**src/rtl/cbsm_pkg.sv**
```systemverilog
package cbsm_pkg;

	localparam int CHR_SLOTS = 8;
	localparam int PRG_SLOTS = 4;
	localparam int CHR_ROWS  = CHR_SLOTS / 2;

	localparam logic [1:0] OP_CMD  = 2'd0;
	localparam logic [1:0] OP_DATA = 2'd1;
	localparam logic [1:0] OP_PRG  = 2'd2;
	localparam logic [1:0] OP_CHR  = 2'd3;

	localparam logic REG_PRG_MASK = 1'b0;
	localparam logic REG_CHR_MASK = 1'b1;

	localparam logic [7:0] SEL_MASK  = 8'hC7;
	localparam logic [7:0] EVEN_MASK = 8'hFE;

	localparam logic [7:0] SEL_PAIR0 = 8'h00;
	localparam logic [7:0] SEL_PAIR1 = 8'h01;
	localparam logic [7:0] SEL_PAIR2 = 8'h80;
	localparam logic [7:0] SEL_PAIR3 = 8'h81;
	localparam logic [7:0] SEL_CHR2  = 8'h02;
	localparam logic [7:0] SEL_CHR3  = 8'h03;
	localparam logic [7:0] SEL_CHR4  = 8'h04;
	localparam logic [7:0] SEL_CHR5  = 8'h05;
	localparam logic [7:0] SEL_CHRB2 = 8'h82;
	localparam logic [7:0] SEL_CHRB3 = 8'h83;
	localparam logic [7:0] SEL_CHRB4 = 8'h84;
	localparam logic [7:0] SEL_CHRB5 = 8'h85;
	localparam logic [7:0] SEL_PRG0  = 8'h06;
	localparam logic [7:0] SEL_PRG1  = 8'h07;
	localparam logic [7:0] SEL_PRG2  = 8'h46;
	localparam logic [7:0] SEL_PRG3  = 8'h47;

	localparam logic [7:0] MASK_RESET = 8'hFF;

	typedef struct packed {
		logic [1:0]  chr_we;
		logic [1:0]  chr_row;
		logic [15:0] chr_wdata;
		logic        prg_we;
		logic [1:0]  prg_slot;
		logic [7:0]  prg_wdata;
	} cbsm_wr_t;

	function automatic logic [7:0] prg_reset_bank(input logic [1:0] slot);
		logic [7:0] v;
		unique case (slot)
			2'd0: v = 8'h00;
			2'd1: v = 8'h01;
			2'd2: v = 8'hFE;
			2'd3: v = 8'hFF;
			default: v = 8'h00;
		endcase
		return v;
	endfunction

endpackage

```
**src/rtl/cbsm_ram.sv**
```systemverilog
module cbsm_ram #(
	parameter int WIDTH = 8,
	parameter int DEPTH = 4,
	parameter int LANES = 1
) (
	input  logic                     clk,
	input  logic [LANES-1:0]         we,
	input  logic [$clog2(DEPTH)-1:0] waddr,
	input  logic [WIDTH-1:0]         wdata,
	input  logic                     re,
	input  logic [$clog2(DEPTH)-1:0] raddr,
	output logic [WIDTH-1:0]         rdata
);
	localparam int LW = WIDTH / LANES;

	logic [WIDTH-1:0] mem [DEPTH];

	always_ff @(posedge clk) begin
		for (int l = 0; l < LANES; l++) begin
			if (we[l]) begin
				mem[waddr][l*LW +: LW] <= wdata[l*LW +: LW];
			end
		end
		if (re) begin
			rdata <= mem[raddr];
		end
	end
endmodule

```
**src/rtl/cbsm_decode.sv**
```systemverilog
module cbsm_decode (
	input  logic              clk,
	input  logic              arst_n,
	input  logic              cmd_we,
	input  logic              data_we,
	input  logic [7:0]        data_byte,
	output cbsm_pkg::cbsm_wr_t wr
);
	import cbsm_pkg::*;

	logic [7:0] command_q;
	logic [7:0] sel;
	logic [2:0] idx;
	logic [2:0] slot_b;
	logic [7:0] even;

	always_ff @(posedge clk or negedge arst_n) begin
		if (!arst_n) begin
			command_q <= 8'h00;
		end else if (cmd_we) begin
			command_q <= data_byte;
		end
	end

	assign sel    = command_q & SEL_MASK;
	assign idx    = command_q[2:0];
	assign slot_b = idx - 3'd2;
	assign even   = data_byte & EVEN_MASK;

	always_comb begin
		wr           = '0;
		wr.chr_wdata = {data_byte, data_byte};
		wr.prg_wdata = data_byte;
		wr.prg_slot  = {sel[6], sel[0]};
		unique case (sel)
			SEL_PAIR0, SEL_PAIR1, SEL_PAIR2, SEL_PAIR3: begin
				wr.chr_we    = 2'b11;
				wr.chr_row   = {sel[7], sel[0]};
				wr.chr_wdata = {even | 8'h01, even};
			end
			SEL_CHR2, SEL_CHR3, SEL_CHR4, SEL_CHR5: begin
				wr.chr_row = idx[2:1];
				wr.chr_we  = idx[0] ? 2'b10 : 2'b01;
			end
			SEL_CHRB2, SEL_CHRB3, SEL_CHRB4, SEL_CHRB5: begin
				wr.chr_row = slot_b[2:1];
				wr.chr_we  = slot_b[0] ? 2'b10 : 2'b01;
			end
			SEL_PRG0, SEL_PRG1, SEL_PRG2, SEL_PRG3: begin
				wr.prg_we = 1'b1;
			end
			default: begin
			end
		endcase
		if (!data_we) begin
			wr.chr_we = 2'b00;
			wr.prg_we = 1'b0;
		end
	end
endmodule

```
**src/rtl/cartridge_bank_switch_mapper.sv**
```systemverilog
// Bank-switching address mapper.
// Input stream s_*: s_tuser is the opcode (write command, write bank data,
// translate program offset, translate pattern address); s_tdata carries the
// data byte and the 15-bit offset. Only translate requests produce a result.
// Output stream m_*: m_tdata is the 21-bit ROM byte address, m_tuser is set
// for pattern ROM, clear for program ROM.
// APB port: register 0 (addr 0) program bank mask, register 1 (addr 4)
// pattern bank mask; write only while the stream is idle.
// A translate request passes the read stage and then the output register to m_*.
// Throughput: one request per cycle while no result waits on m_tready, set
// by the single read port of each bank memory; writes land at the accept
// edge, so a translate right after a bank write already sees the new bank.
// Reset: command byte cleared, masks 0xFF, program banks 0,1,0xFE,0xFF, pattern
// banks 0; per-entry valid bits supply these values, no clearing pass.
// Stall: a result waits in the output register; one more translate request is
// taken into the read stage, then s_tready drops until m_tready returns.
module cartridge_bank_switch_mapper (
	input  logic        clk,
	input  logic        arst_n,
	input  logic        s_tvalid,
	output logic        s_tready,
	input  logic [23:0] s_tdata,   // [7:0] data_byte, [22:8] offset, [23] zero
	input  logic [1:0]  s_tuser,   // [1:0] opcode
	output logic        m_tvalid,
	input  logic        m_tready,
	output logic [23:0] m_tdata,   // [20:0] rom_address, [23:21] zero
	output logic        m_tuser,   // [0] is_pattern
	input  logic        psel,
	input  logic        penable,
	input  logic        pwrite,
	input  logic [2:0]  paddr,
	input  logic [31:0] pwdata,
	output logic [31:0] prdata,
	output logic        pready
);
	import cbsm_pkg::*;

	logic        accept;
	logic [1:0]  op;
	logic [7:0]  data_byte;
	logic [14:0] offset;
	logic        is_xlat;
	logic        out_free;

	cbsm_wr_t    wr;

	logic [7:0]  prg_mask_q;
	logic [7:0]  chr_mask_q;
	logic [PRG_SLOTS-1:0] prg_vld_q;
	logic [CHR_SLOTS-1:0] chr_vld_q;

	logic [7:0]  prg_rdata;
	logic [15:0] chr_rdata;

	logic        vld_s1;
	logic        is_pat_s1;
	logic [14:0] off_s1;
	logic [1:0]  bvld_s1;

	logic        out_vld_q;
	logic [20:0] out_addr_q;
	logic        out_pat_q;

	logic [7:0]  prg_raw;
	logic [7:0]  chr_byte;
	logic [7:0]  chr_raw;
	logic [20:0] next_addr;

	assign op        = s_tuser;
	assign data_byte = s_tdata[7:0];
	assign offset    = s_tdata[22:8];
	assign is_xlat   = (op == OP_PRG) || (op == OP_CHR);

	assign out_free = !out_vld_q || m_tready;
	assign s_tready = !vld_s1 || out_free;
	assign accept   = s_tvalid && s_tready;

	cbsm_decode u_decode (
		.clk       (clk),
		.arst_n    (arst_n),
		.cmd_we    (accept && (op == OP_CMD)),
		.data_we   (accept && (op == OP_DATA)),
		.data_byte (data_byte),
		.wr        (wr)
	);

	cbsm_ram #(
		.WIDTH (8),
		.DEPTH (PRG_SLOTS),
		.LANES (1)
	) u_prg_ram (
		.clk   (clk),
		.we    (wr.prg_we),
		.waddr (wr.prg_slot),
		.wdata (wr.prg_wdata),
		.re    (accept && is_xlat),
		.raddr (offset[14:13]),
		.rdata (prg_rdata)
	);

	cbsm_ram #(
		.WIDTH (16),
		.DEPTH (CHR_ROWS),
		.LANES (2)
	) u_chr_ram (
		.clk   (clk),
		.we    (wr.chr_we),
		.waddr (wr.chr_row),
		.wdata (wr.chr_wdata),
		.re    (accept && is_xlat),
		.raddr (offset[12:11]),
		.rdata (chr_rdata)
	);

	always_ff @(posedge clk or negedge arst_n) begin
		if (!arst_n) begin
			prg_vld_q <= '0;
			chr_vld_q <= '0;
		end else begin
			if (wr.prg_we) begin
				prg_vld_q[wr.prg_slot] <= 1'b1;
			end
			if (wr.chr_we[0]) begin
				chr_vld_q[{wr.chr_row, 1'b0}] <= 1'b1;
			end
			if (wr.chr_we[1]) begin
				chr_vld_q[{wr.chr_row, 1'b1}] <= 1'b1;
			end
		end
	end

	// read stage
	always_ff @(posedge clk or negedge arst_n) begin
		if (!arst_n) begin
			vld_s1 <= 1'b0;
		end else if (s_tready) begin
			vld_s1 <= accept && is_xlat;
		end
	end

	always_ff @(posedge clk) begin
		if (accept && is_xlat) begin
			is_pat_s1 <= (op == OP_CHR);
			off_s1    <= offset;
			bvld_s1   <= (op == OP_CHR) ? chr_vld_q[{offset[12:11], 1'b0} +: 2]
			                            : {1'b0, prg_vld_q[offset[14:13]]};
		end
	end

	assign prg_raw  = bvld_s1[0] ? prg_rdata : prg_reset_bank(off_s1[14:13]);
	assign chr_byte = off_s1[10] ? chr_rdata[15:8] : chr_rdata[7:0];
	assign chr_raw  = bvld_s1[off_s1[10]] ? chr_byte : 8'h00;

	always_comb begin
		if (is_pat_s1) begin
			next_addr = {3'b000, chr_raw & chr_mask_q, off_s1[9:0]};
		end else begin
			next_addr = {prg_raw & prg_mask_q, off_s1[12:0]};
		end
	end

	// output register
	always_ff @(posedge clk or negedge arst_n) begin
		if (!arst_n) begin
			out_vld_q <= 1'b0;
		end else if (out_free) begin
			out_vld_q <= vld_s1;
		end
	end

	always_ff @(posedge clk) begin
		if (out_free && vld_s1) begin
			out_addr_q <= next_addr;
			out_pat_q  <= is_pat_s1;
		end
	end

	assign m_tvalid = out_vld_q;
	assign m_tdata  = {3'b000, out_addr_q};
	assign m_tuser  = out_pat_q;

	// register port
	always_ff @(posedge clk or negedge arst_n) begin
		if (!arst_n) begin
			prg_mask_q <= MASK_RESET;
			chr_mask_q <= MASK_RESET;
		end else if (psel && penable && pwrite && pready) begin
			if (paddr[2] == REG_PRG_MASK) begin
				prg_mask_q <= pwdata[7:0];
			end else begin
				chr_mask_q <= pwdata[7:0];
			end
		end
	end

	assign pready = 1'b1;
	assign prdata = {24'h000000, (paddr[2] == REG_CHR_MASK) ? chr_mask_q : prg_mask_q};
endmodule

```
**config.mk**
```make
export PLATFORM = sky130hd
export DESIGN_NAME = cartridge_bank_switch_mapper
export DESIGN_NICKNAME = d
export VERILOG_FILES = /design/src/rtl/cbsm_pkg.sv /design/src/rtl/cbsm_ram.sv /design/src/rtl/cbsm_decode.sv /design/src/rtl/cartridge_bank_switch_mapper.sv
export SDC_FILE = /design/constraint.sdc
export NUM_CORES = 1
export LEC_CHECK = 0
export ABC_AREA = 1
export BUFFER_PORTS_ARGS = -buffer_cell sky130_fd_sc_hd__buf_4
export CAP_MARGIN = 20
export CORE_ASPECT_RATIO = 1.25
export CORE_MARGIN = 2
export CORE_UTILIZATION = 56
export CTS_CLUSTER_SIZE = 20
export DETAILED_ROUTE_END_ITERATION = 10
export PLACE_DENSITY = 0.89
export SLEW_MARGIN = 30
export SYNTH_ARGS = -nofsm -noshare
export SYNTH_HDL_FRONTEND = slang
export SYNTH_SLANG_ARGS = --single-unit
export TNS_END_PERCENT = 100
```
**constraint.sdc**
```tcl
create_clock -name clk -period 4 [get_ports clk]
set_input_delay 0.2 -clock clk [delete_from_list [all_inputs] [get_ports clk]]
set_output_delay 0.2 -clock clk [all_outputs]
set_load 0.05 [all_outputs]
```
# == Word-level counts from Yosys, hierarchy flattened ==
# Memory sizes are Yosys's and may differ from the RTL's. A register that Yosys moved wholly into a read port is not among the register bits.
# Index checks and enable logic that the tools add are counted.
# W data, S select, Z words.
# word_totals
reg_bits,78
mem_bits_rw,96
memories,2
# mem_list
memory,words,width,read_ports,rd_ports_with_merged_regs,wr,line,text
u_chr_ram.mem,4,16,1,1,1,cbsm_ram.sv:16,logic [WIDTH-1:0] mem [DEPTH];
u_prg_ram.mem,4,8,1,1,1,cbsm_ram.sv:16,
# op_classes
addsub,1
order_cmp,8
n_eq_ne,21
shift,1
muxes,32
bitwise,6
n_reduce_logical,24
# op_table
op,count
$mux W8,6
$pmux W8 S4,1
$eq A5 B5 Y1 const B,6
$eq A5 B3 Y1 const B,4
$mux W18,1
$and A8 B8 Y8,2
$reduce_or A4 Y1,4
$mux W1,15
$pmux W4 S3,1
$eq A5 B2 Y1 const B,2
$eq A5 B4 Y1 const B,2
$logic_and A1 B1 Y1,10
$mux W9,1
$eq A2 B2 Y1 const B,4
$logic_not A8 Y1,1
$lt A3 B4 Y1 const B,2
$or A8 B7 Y8,1
$or A8 B8 Y8,1
$shiftx A8 B4 Y2,1
$demux W1 S2,3
$ge A3 B1 Y1 const B,2
$lt A2 B3 Y1 const B,2
$mux W2,3
$eq A5 B1 Y1 const B,1
other kinds (11),17

# == Depth between registers and ports, before layout ==
# Gate-level depths: netlist of the first run.
# depth
depth_word,11
mapped_depth,9

# == Hierarchy ==
# From an unflattened synthesis of the first run, not the netlist that was laid out.
# hier_totals
hier_cells,806
area_unflattened_um2,8552.0
# by_module_without_submodules
mod,n_inst,cells_per_inst,area_each_um2,seq_area_each_um2
cbsm_ram at u_chr_ram,1,280,3263.1,2402.3
cartridge_bank_switch_mapper,1,319,3189.3,1971.9
cbsm_ram at u_prg_ram,1,141,1627.8,1201.2
cbsm_decode,1,66,471.7,125.1

# == Worst setup path after synthesis of the first run ==
# OpenSTA, ideal clock, no wires.
# synth_path
path_type,register to register
startpoint,register out_vld_q (netlist: m_tvalid)
endpoint,"register bvld_s1[0], enable pin"
setup_ps,442
arrival_ps,3071
slack_ps,487
stages_incl_launch_ff,4
period_less_slack_ps,3513
cell_sequence,dfrtp_1 nand3_1 nand2_1 nor2_1
# synth_via
elab_chain_len,5
# synth_rtl
element,line,text
from (decl),cartridge_bank_switch_mapper.sv:60,logic out_vld_q;
from (signal assigned),cartridge_bank_switch_mapper.sv:167,out_vld_q <= vld_s1;
$logic_not A1 Y1,cartridge_bank_switch_mapper.sv:74,assign out_free = !out_vld_q || m_tready;
$logic_or A1 B1 Y1,cartridge_bank_switch_mapper.sv:74,
$logic_or A1 B1 Y1,cartridge_bank_switch_mapper.sv:75,assign s_tready = !vld_s1 || out_free;
net s_tready,cartridge_bank_switch_mapper.sv:21,"output logic s_tready,"
$logic_and A1 B1 Y1,cartridge_bank_switch_mapper.sv:76,assign accept = s_tvalid && s_tready;
$logic_and A1 B1 Y1,-,
net u_chr_ram.re,cbsm_ram.sv:10,"input logic re,"
to (signal assigned),cartridge_bank_switch_mapper.sv:145,"bvld_s1 <= (op == OP_CHR) ? chr_vld_q[{offset[12:11], 1'b0} +: 2]"
to (decl),cartridge_bank_switch_mapper.sv:58,logic [1:0] bvld_s1;
# The timed path passes the listed nets, and every way through them passes these cells.
# A chain may end at the register's enable or synchronous reset.

# == Final worst setup path of the first run ==
# layout_path
startpoint,register out_vld_q (netlist: m_tvalid)
endpoint,"memory u_prg_ram.mem[4][4] (netlist: u_prg_ram.mem[2][4]), enable pin"
# layout_via
elab_chain_len,8
# layout_rtl
element,line,text
$logic_not A1 Y1,cartridge_bank_switch_mapper.sv:74,
$logic_or A1 B1 Y1,cartridge_bank_switch_mapper.sv:74,
$logic_or A1 B1 Y1,cartridge_bank_switch_mapper.sv:75,
$logic_and A1 B1 Y1,cartridge_bank_switch_mapper.sv:76,
$logic_and A1 B1 Y1,cartridge_bank_switch_mapper.sv:82,".data_we (accept && (op == OP_DATA)),"
$mux W1,cbsm_decode.sv:55,if (!data_we) begin
$mux W1,cbsm_ram.sv:20,if (we[l]) begin
$mux W1 (not written as such),cbsm_ram.sv:21,mem[waddr][l*LW +: LW] <= wdata[l*LW +: LW];
to (decl),cbsm_ram.sv:16,
# No other way between the ends.

==> results of run 1 <==
-- state kept, by name (all words and copies together) (netlist names), 8 cells and up --
| register | count |
|---|---|
| prg_mask_q | 8 |
| out_addr_q | 21 |
| off_s1 | 15 |
| chr_vld_q | 8 |
| u_chr_ram.mem | 64 |
| u_prg_ram.mem | 32 |
| u_chr_ram.rdata | 16 |
| u_prg_ram.rdata | 8 |
| chr_mask_q | 8 |
-- metrics by stage --
stage | setup WS, ns | power [mW] | utilization | std cells
2_1_floorplan | 0.4874 | 2.833 | - | 650
3_3_place_gp | 2.020 | 2.959 | 0.6066 | 850
3_5_place_dp | 1.929 | 2.990 | 0.6072 | 850
4_1_cts | 1.908 | 4.573 | 0.6579 | 895
5_1_grt | 1.695 | 4.724 | 0.6599 | 896
6_report | 1.856 | 4.575 | 0.6599 | 896
-- cell families after synthesis --
| logic type | synth area share |
|---|---|
| AOI/OAI and AO/OA | 0.09451 |
| buffers and inverters | 0.06139 |
| other | 0.0009697 |
| DFF | 0.7360 |
| and+or+nand+nor | 0.1071 |
-- worst reg2reg max path, delay by kind of cell (launching register included) --
family,cells,cell delay (ns)
and+or+nand+nor,5,1.31
DFF,1,0.45
-- report_power, final --
part | total, mW | switching (mW) | internal (mW)
Combinational | 0.560 | 0.399 | 0.161
Clock | 1.60 | 0.773 | 0.823
Sequential | 2.42 | 0.0778 | 2.34
-- cells in the final DEF (no fill, tap or decap), drive strengths merged --
cell         count
edfxtp         160
nand2          106
o21ai           85
nor2            76
buf             73
inv             50
conb            28
o22ai           24
dfrtp           19
clkbuf          17
dfstp           16
nand3           16
dlygate4sd3     13
a21oi           10
clkinv           9
o21bai           6
o2111ai          4
o211ai           3
nand4            2
or2              1
nand3b           1
and3             1
clkinvlp         1
-- cell type report --
| type | count | area [um2] | share of cell area |
|---|---|---|---|
| multi-input combinational | 363 | 1685 | 0.1865 |
| inverter | 45 | 168.9 | 0.01869 |
| clock inverter | 15 | 138.9 | 0.01537 |
| tap | 175 | 219.0 | 0.02423 |
| timing repair buffer | 86 | 698.2 | 0.07726 |
| clock buffer | 17 | 425.4 | 0.04708 |
| sequential | 195 | 5700 | 0.6309 |
-- routing by layer --
layer,track usage,share of wire,up-vias
met1,0.2684,0.36,2447
met5,0,0,-
met4,0.1069,0.032,0
met2,0.4048,0.53,327
met3,0.04089,0.073,44
li1,-,-,2299
-- how the worst min path moves through the flow --
stage | endpoint | slack (ns) | depth (start not counted)
global placement | m_tvalid | 0.17 | 1
floorplan | chr_vld_q[0] | -0.1 | 0
CTS | prg_mask_q[5] | 0.002 | 3
finish | prg_mask_q[5] | 0.02 | 3
global route | prg_mask_q[5] | 0.02 | 3
detailed placement | m_tvalid | 0.18 | 1
-- what timing repair did --
item                                    in CTS  in global routing
resized for setup                            0                  0
endpoints found under the setup margin       0                  0
hold endpoints to repair                    34                  0
hold buffers                                13                  0
==> impl_metrics.ini, run 1 <==
[sta]
fin_crit_ns = 2.144
rsz0062_at_grt = false
relSlewSlack = 0.4164
whs_ns = 0.01725
min_period_over_period = 0.5359
skew_ns = 0.01179
tns_ns = 0
tightest_slew_ns = 0.8722
setup_viol = 0
fmax_mhz = 466.5
finalMaxSlewViolations = 0
hold_violations = 0

[synthesis]
syn_avg_cell_area_um2 = 12.41
async_flop_share = 0.1795
ys_seq_area_frac = 0.7360
syn-cell-area_um2 = 7745
syn_inst = 624
netlist.area_leader.share = 0.6204
yosys.area.top_type = edfxtp_1
ys_types = 30
synthTopCellsByArea = edfxtp_1, dfrtp_1, dfstp_2
synth_warnings = 0
netlist_top_cells_count = edfxtp_1, nand2_1, o21ai_0
synth_edf_count = 160
synth.most_common_cell = edfxtp_1
ys_ff_latch = 195
synthFlopType = edfxtp_1

[clock_network]
h-tree-depth = 4
cts_buffer_depth = 2
cts_root_buf = clkbuf_16
cts_buffers = 17
cts.sinks = 195
clk_latency_ns = 0.43
cts_tree = yes
clk_pin_slew_worst_paths_ns = 0.07
cts_setup_buffers = 0

[layout]
n_antenna_cell = 0
areaGrowthSynthToFinish_pct = 16.67
fillers = 849
final_nets = 776
drive_gt1_frac = 0.1928
fin_area_um2 = 9036

[routing]
drt_wl_total_um = 16250
drtPass1Iterations = 6
vias = 5117
drt_iter0_markers = 791
vias_per_cell = 5.711
ant_nets = 0
drc_errors = 0
wire_per_inst_um = 18.13

[setup_path]
crit_start = m_tvalid
crit_fanout = 8
worst_ep_required_time_ns = 4.05
critical_path_buf_inv_count = 0
r2r-end = u_prg_ram.mem[2][4]
critical_path_class = reg -> reg
end_kind = register
reg2reg_slack_ns = 1.86
worstSetupPathDepth = 5
crit_family = simple AND/OR/NAND/NOR gates
start_kind = register
slowest_delay_ns = 0.68
crit_chain = nand3_1 > nand3_1 > nor2_1 > nand2_1 > nor2_1
worst_setup_path_endpoint = u_prg_ram.mem[2][4]
arrival_ns = 2.19
r2r-start = m_tvalid
worst_path_max_delay_cell = nor2_1
r2r_cells = 5

[power]
p_per_area_nw_per_um2 = 506.3
irDropWorstVdd_uv = 322.4
p_leak_nw = 3.532

[place]
gp_congestion = 0.9457
place_hpwl_um = 10130
portBuffers = 72
place_area_um2 = 8314

[run]
maxCapViolCount = 0

[worst_hold_path]
hp-start = pwdata[5]
hold_class = in -> reg

[die]
rows = 48
die_w_um = 109.2
core-area_um2 = 13690
dieArea_um2 = 14790
dieHeight_um = 135.5
start_util = 0.5656
pin_count = 128

[global_routing]
grt_first_pass_wirelength_um = 25060
grt_max_degree = 43
antenna_found_initial = 0
grt_pass1_vias = 4954
grt_usage = 0.2288
globalRouteOverflowTotal = 0

[status]
outcome = complete, no violations
No activity file was read; power rests on OpenSTA's default activity.
==> inputs of run 2 (changes only) <==
--- a/config.mk
+++ b/config.mk
@@ -5,7 +5,7 @@
 export SDC_FILE = /design/constraint.sdc
 export NUM_CORES = 1
 export LEC_CHECK = 0
-export ABC_AREA = 1
+export ABC_AREA = 0
 export BUFFER_PORTS_ARGS = -buffer_cell sky130_fd_sc_hd__buf_4
 export CAP_MARGIN = 20
 export CORE_ASPECT_RATIO = 1.25
==> constraint.sdc (replaced) <==
create_clock -name clk -period 2.2 [get_ports clk]
set_input_delay 0.11 -clock clk [delete_from_list [all_inputs] [get_ports clk]]
set_output_delay 0.11 -clock clk [all_outputs]
set_load 0.05 [all_outputs]
==> impl_metrics.ini, run 2 <==
[status]
outcome = complete, no violations

[place]
gp_congestion = 0.9724
place_hpwl_um = 9434
portBuffers = 72
place_ws_ns = 0.3649

[synthesis]
async_flop_share = 0.1795
yosys.area.top_type = edfxtp_1
syn_avg_cell_area_um2 = 18.81
synth_warnings = 0
syn-cell-area_um2 = 7637
ys_ff_latch = 195
netlist_top_cells_count = edfxtp_1, buf_4, mux2_2
syn_inst = 406
synth.most_common_cell = edfxtp_1
netlist.area_leader.share = 0.6291
synthTopCellsByArea = edfxtp_1, dfrtp_1, mux4_2
synth_edf_count = 160
synthFlopType = edfxtp_1
ys_seq_area_frac = 0.7464
ys_types = 47

[routing]
drtPass1Iterations = 5
drt_iter0_markers = 472
vias_per_cell = 5.831
drt_wl_total_um = 15960
wire_per_inst_um = 22.54
drc_errors = 0
ant_nets = 0
vias = 4128

[setup_path]
crit_fanout = 9
end_kind = register
r2r-end = u_prg_ram.mem[0][3]
r2r_cells = 4
critical_path_class = reg -> reg
r2r-start = m_tvalid
worst_ep_required_time_ns = 2.32
start_kind = register
crit_start = m_tvalid
reg2reg_slack_ns = 0.31
arrival_ns = 2.01

[global_routing]
globalRouteOverflowTotal = 0
grt_first_pass_wirelength_um = 24170
grt_usage = 0.2321
grt_max_degree = 43
grt_pass1_vias = 4177
antenna_found_initial = 0

[clock_network]
clk_pin_slew_worst_paths_ns = 0.06
hold_buffers = 31
cts_root_buf = clkbuf_16
h-tree-depth = 4
cts.sinks = 195
cts_setup_buffers = 0
cts_buffer_depth = 2
cts_tree = yes
cts_resized = 0
cts_buffers = 17
clk_latency_ns = 0.42

[layout]
areaGrowthSynthToFinish_pct = 19.76
final_cell_mix = edfxtp_1, buf_4, dlygate4sd3_1
n_antenna_cell = 0
final_nets = 593
fin_util = 0.6882
reg.largest.list = u_chr_ram.mem (64), u_prg_ram.mem (32), out_addr_q (21)
final_common_cell = edfxtp_1
drive_gt1_frac = 0.3371
regMostFlops = u_chr_ram.mem
largest_register_ffs = 64

[sta]
fin_crit_ns = 1.888
layout_setup_ws_ns = 0.3125
relSlewSlack = 0.5477
rsz0062_at_grt = false
min_period_over_period = 0.8580
finalMaxSlewViolations = 0
tightest_slew_ns = 0.6771
fmax_mhz = 529.8
skew_ns = 0.01274
hold_violations = 0
setup_viol = 0

[die]
start_util = 0.5747
dieArea_um2 = 14590
dieHeight_um = 134.6
die_w_um = 108.5
core-area_um2 = 13290
pin_count = 128
rows = 47

[run]
maxCapViolCount = 0

[worst_hold_path]
hp-start = s_tvalid
worstHoldPathCells = 3
hold_class = in -> reg
hold_end = vld_s1

[power]
p_per_area_nw_per_um2 = 917.8
irDropWorstVdd_uv = 580.2
p_leak_nw = 3.353
[run 2: cell types whose count changed after synthesis, moves of 11 or more]
cell | before | now
mux4_2 | 0 | 19
nor2_1 | 72 | 13
o22ai_1 | 24 | 6
o21ai_0 | 82 | 9
inv_1 | 40 | 10
mux2_2 | 0 | 27
nand2_1 | 103 | 7
nand3_1 | 14 | 3
[run 2: per-layer routing]
metal,vias up,global-route usage,routed length [um]
met3,41,0.04923,999
met2,250,0.3986,8411
met1,2055,0.2797,6011
met4,0,0.1090,534
met5,-,0,0
li1,1782,-,-
[run 2: cells by family after synthesis]
group,count (synthesis),share of synthesized area
buffers and inverters,55,0.04489
AO/OA/AOI/OAI,44,0.03981
AND/OR/NAND/NOR,53,0.03981
multiplexers,57,0.1281
other,2,0.0009833
flip-flops,195,0.7464
[run 2: worst max path at each step]
stage / endpoint / slack (ns) / depth (start not counted)
final: u_prg_ram.mem[0][3] / 0.31 / 4
after global routing: u_chr_ram.mem[1][1] / 0.19 / 4
after CTS: u_prg_ram.mem[0][3] / 0.30 / 4
after detailed placement: u_prg_ram.mem[2][4] / 0.36 / 4
after global placement: u_chr_ram.mem[1][13] / 0.41 / 4
after floorplan: u_prg_ram.mem[2][0] / -0.30 / 4
[run 2: report_power, final]
group / total (mW) / switching (mW) / internal, mW / leakage, nW
registers: 4.49 / 0.195 / 4.29 / 1.84
clock network: 2.79 / 1.24 / 1.54 / 0.259
logic: 1.12 / 0.696 / 0.424 / 1.25
[run 2: per-stage QoR]
stage / instance area, um2 / hold WS, ns / total power [mW] / std cells / setup TNS, ns
6_report: 9146 / 0.006622 / 8.394 / 708 / 0
5_1_grt: 9146 / 0.02930 / 8.646 / 708 / 0
4_1_cts: 9146 / 0.001558 / 8.374 / 708 / 0
3_5_place_dp: 8312 / 0.09269 / 5.584 / 646 / 0
3_3_place_gp: 8312 / 0.08244 / 5.528 / 646 / 0
2_1_floorplan: 7737 / -0.1856 / 5.274 / 432 / -16.84
[run 2: cell type report]
class	count	area, um2
clock buffer	20	436.7
clock inverter	11	87.58
fill	765	4144
inverter	10	37.54
multi-input combinational	182	1699
sequential	195	5700
tap	171	214.0
timing repair buffer	119	970.9
[run 2: worst max-delay path: stages, from the launching register on]
cell and delay (ns):
dfrtp_1 0.43, nand3b_4 0.14, nand4b_1 0.35, nor4_1 0.43, buf_4 0.25
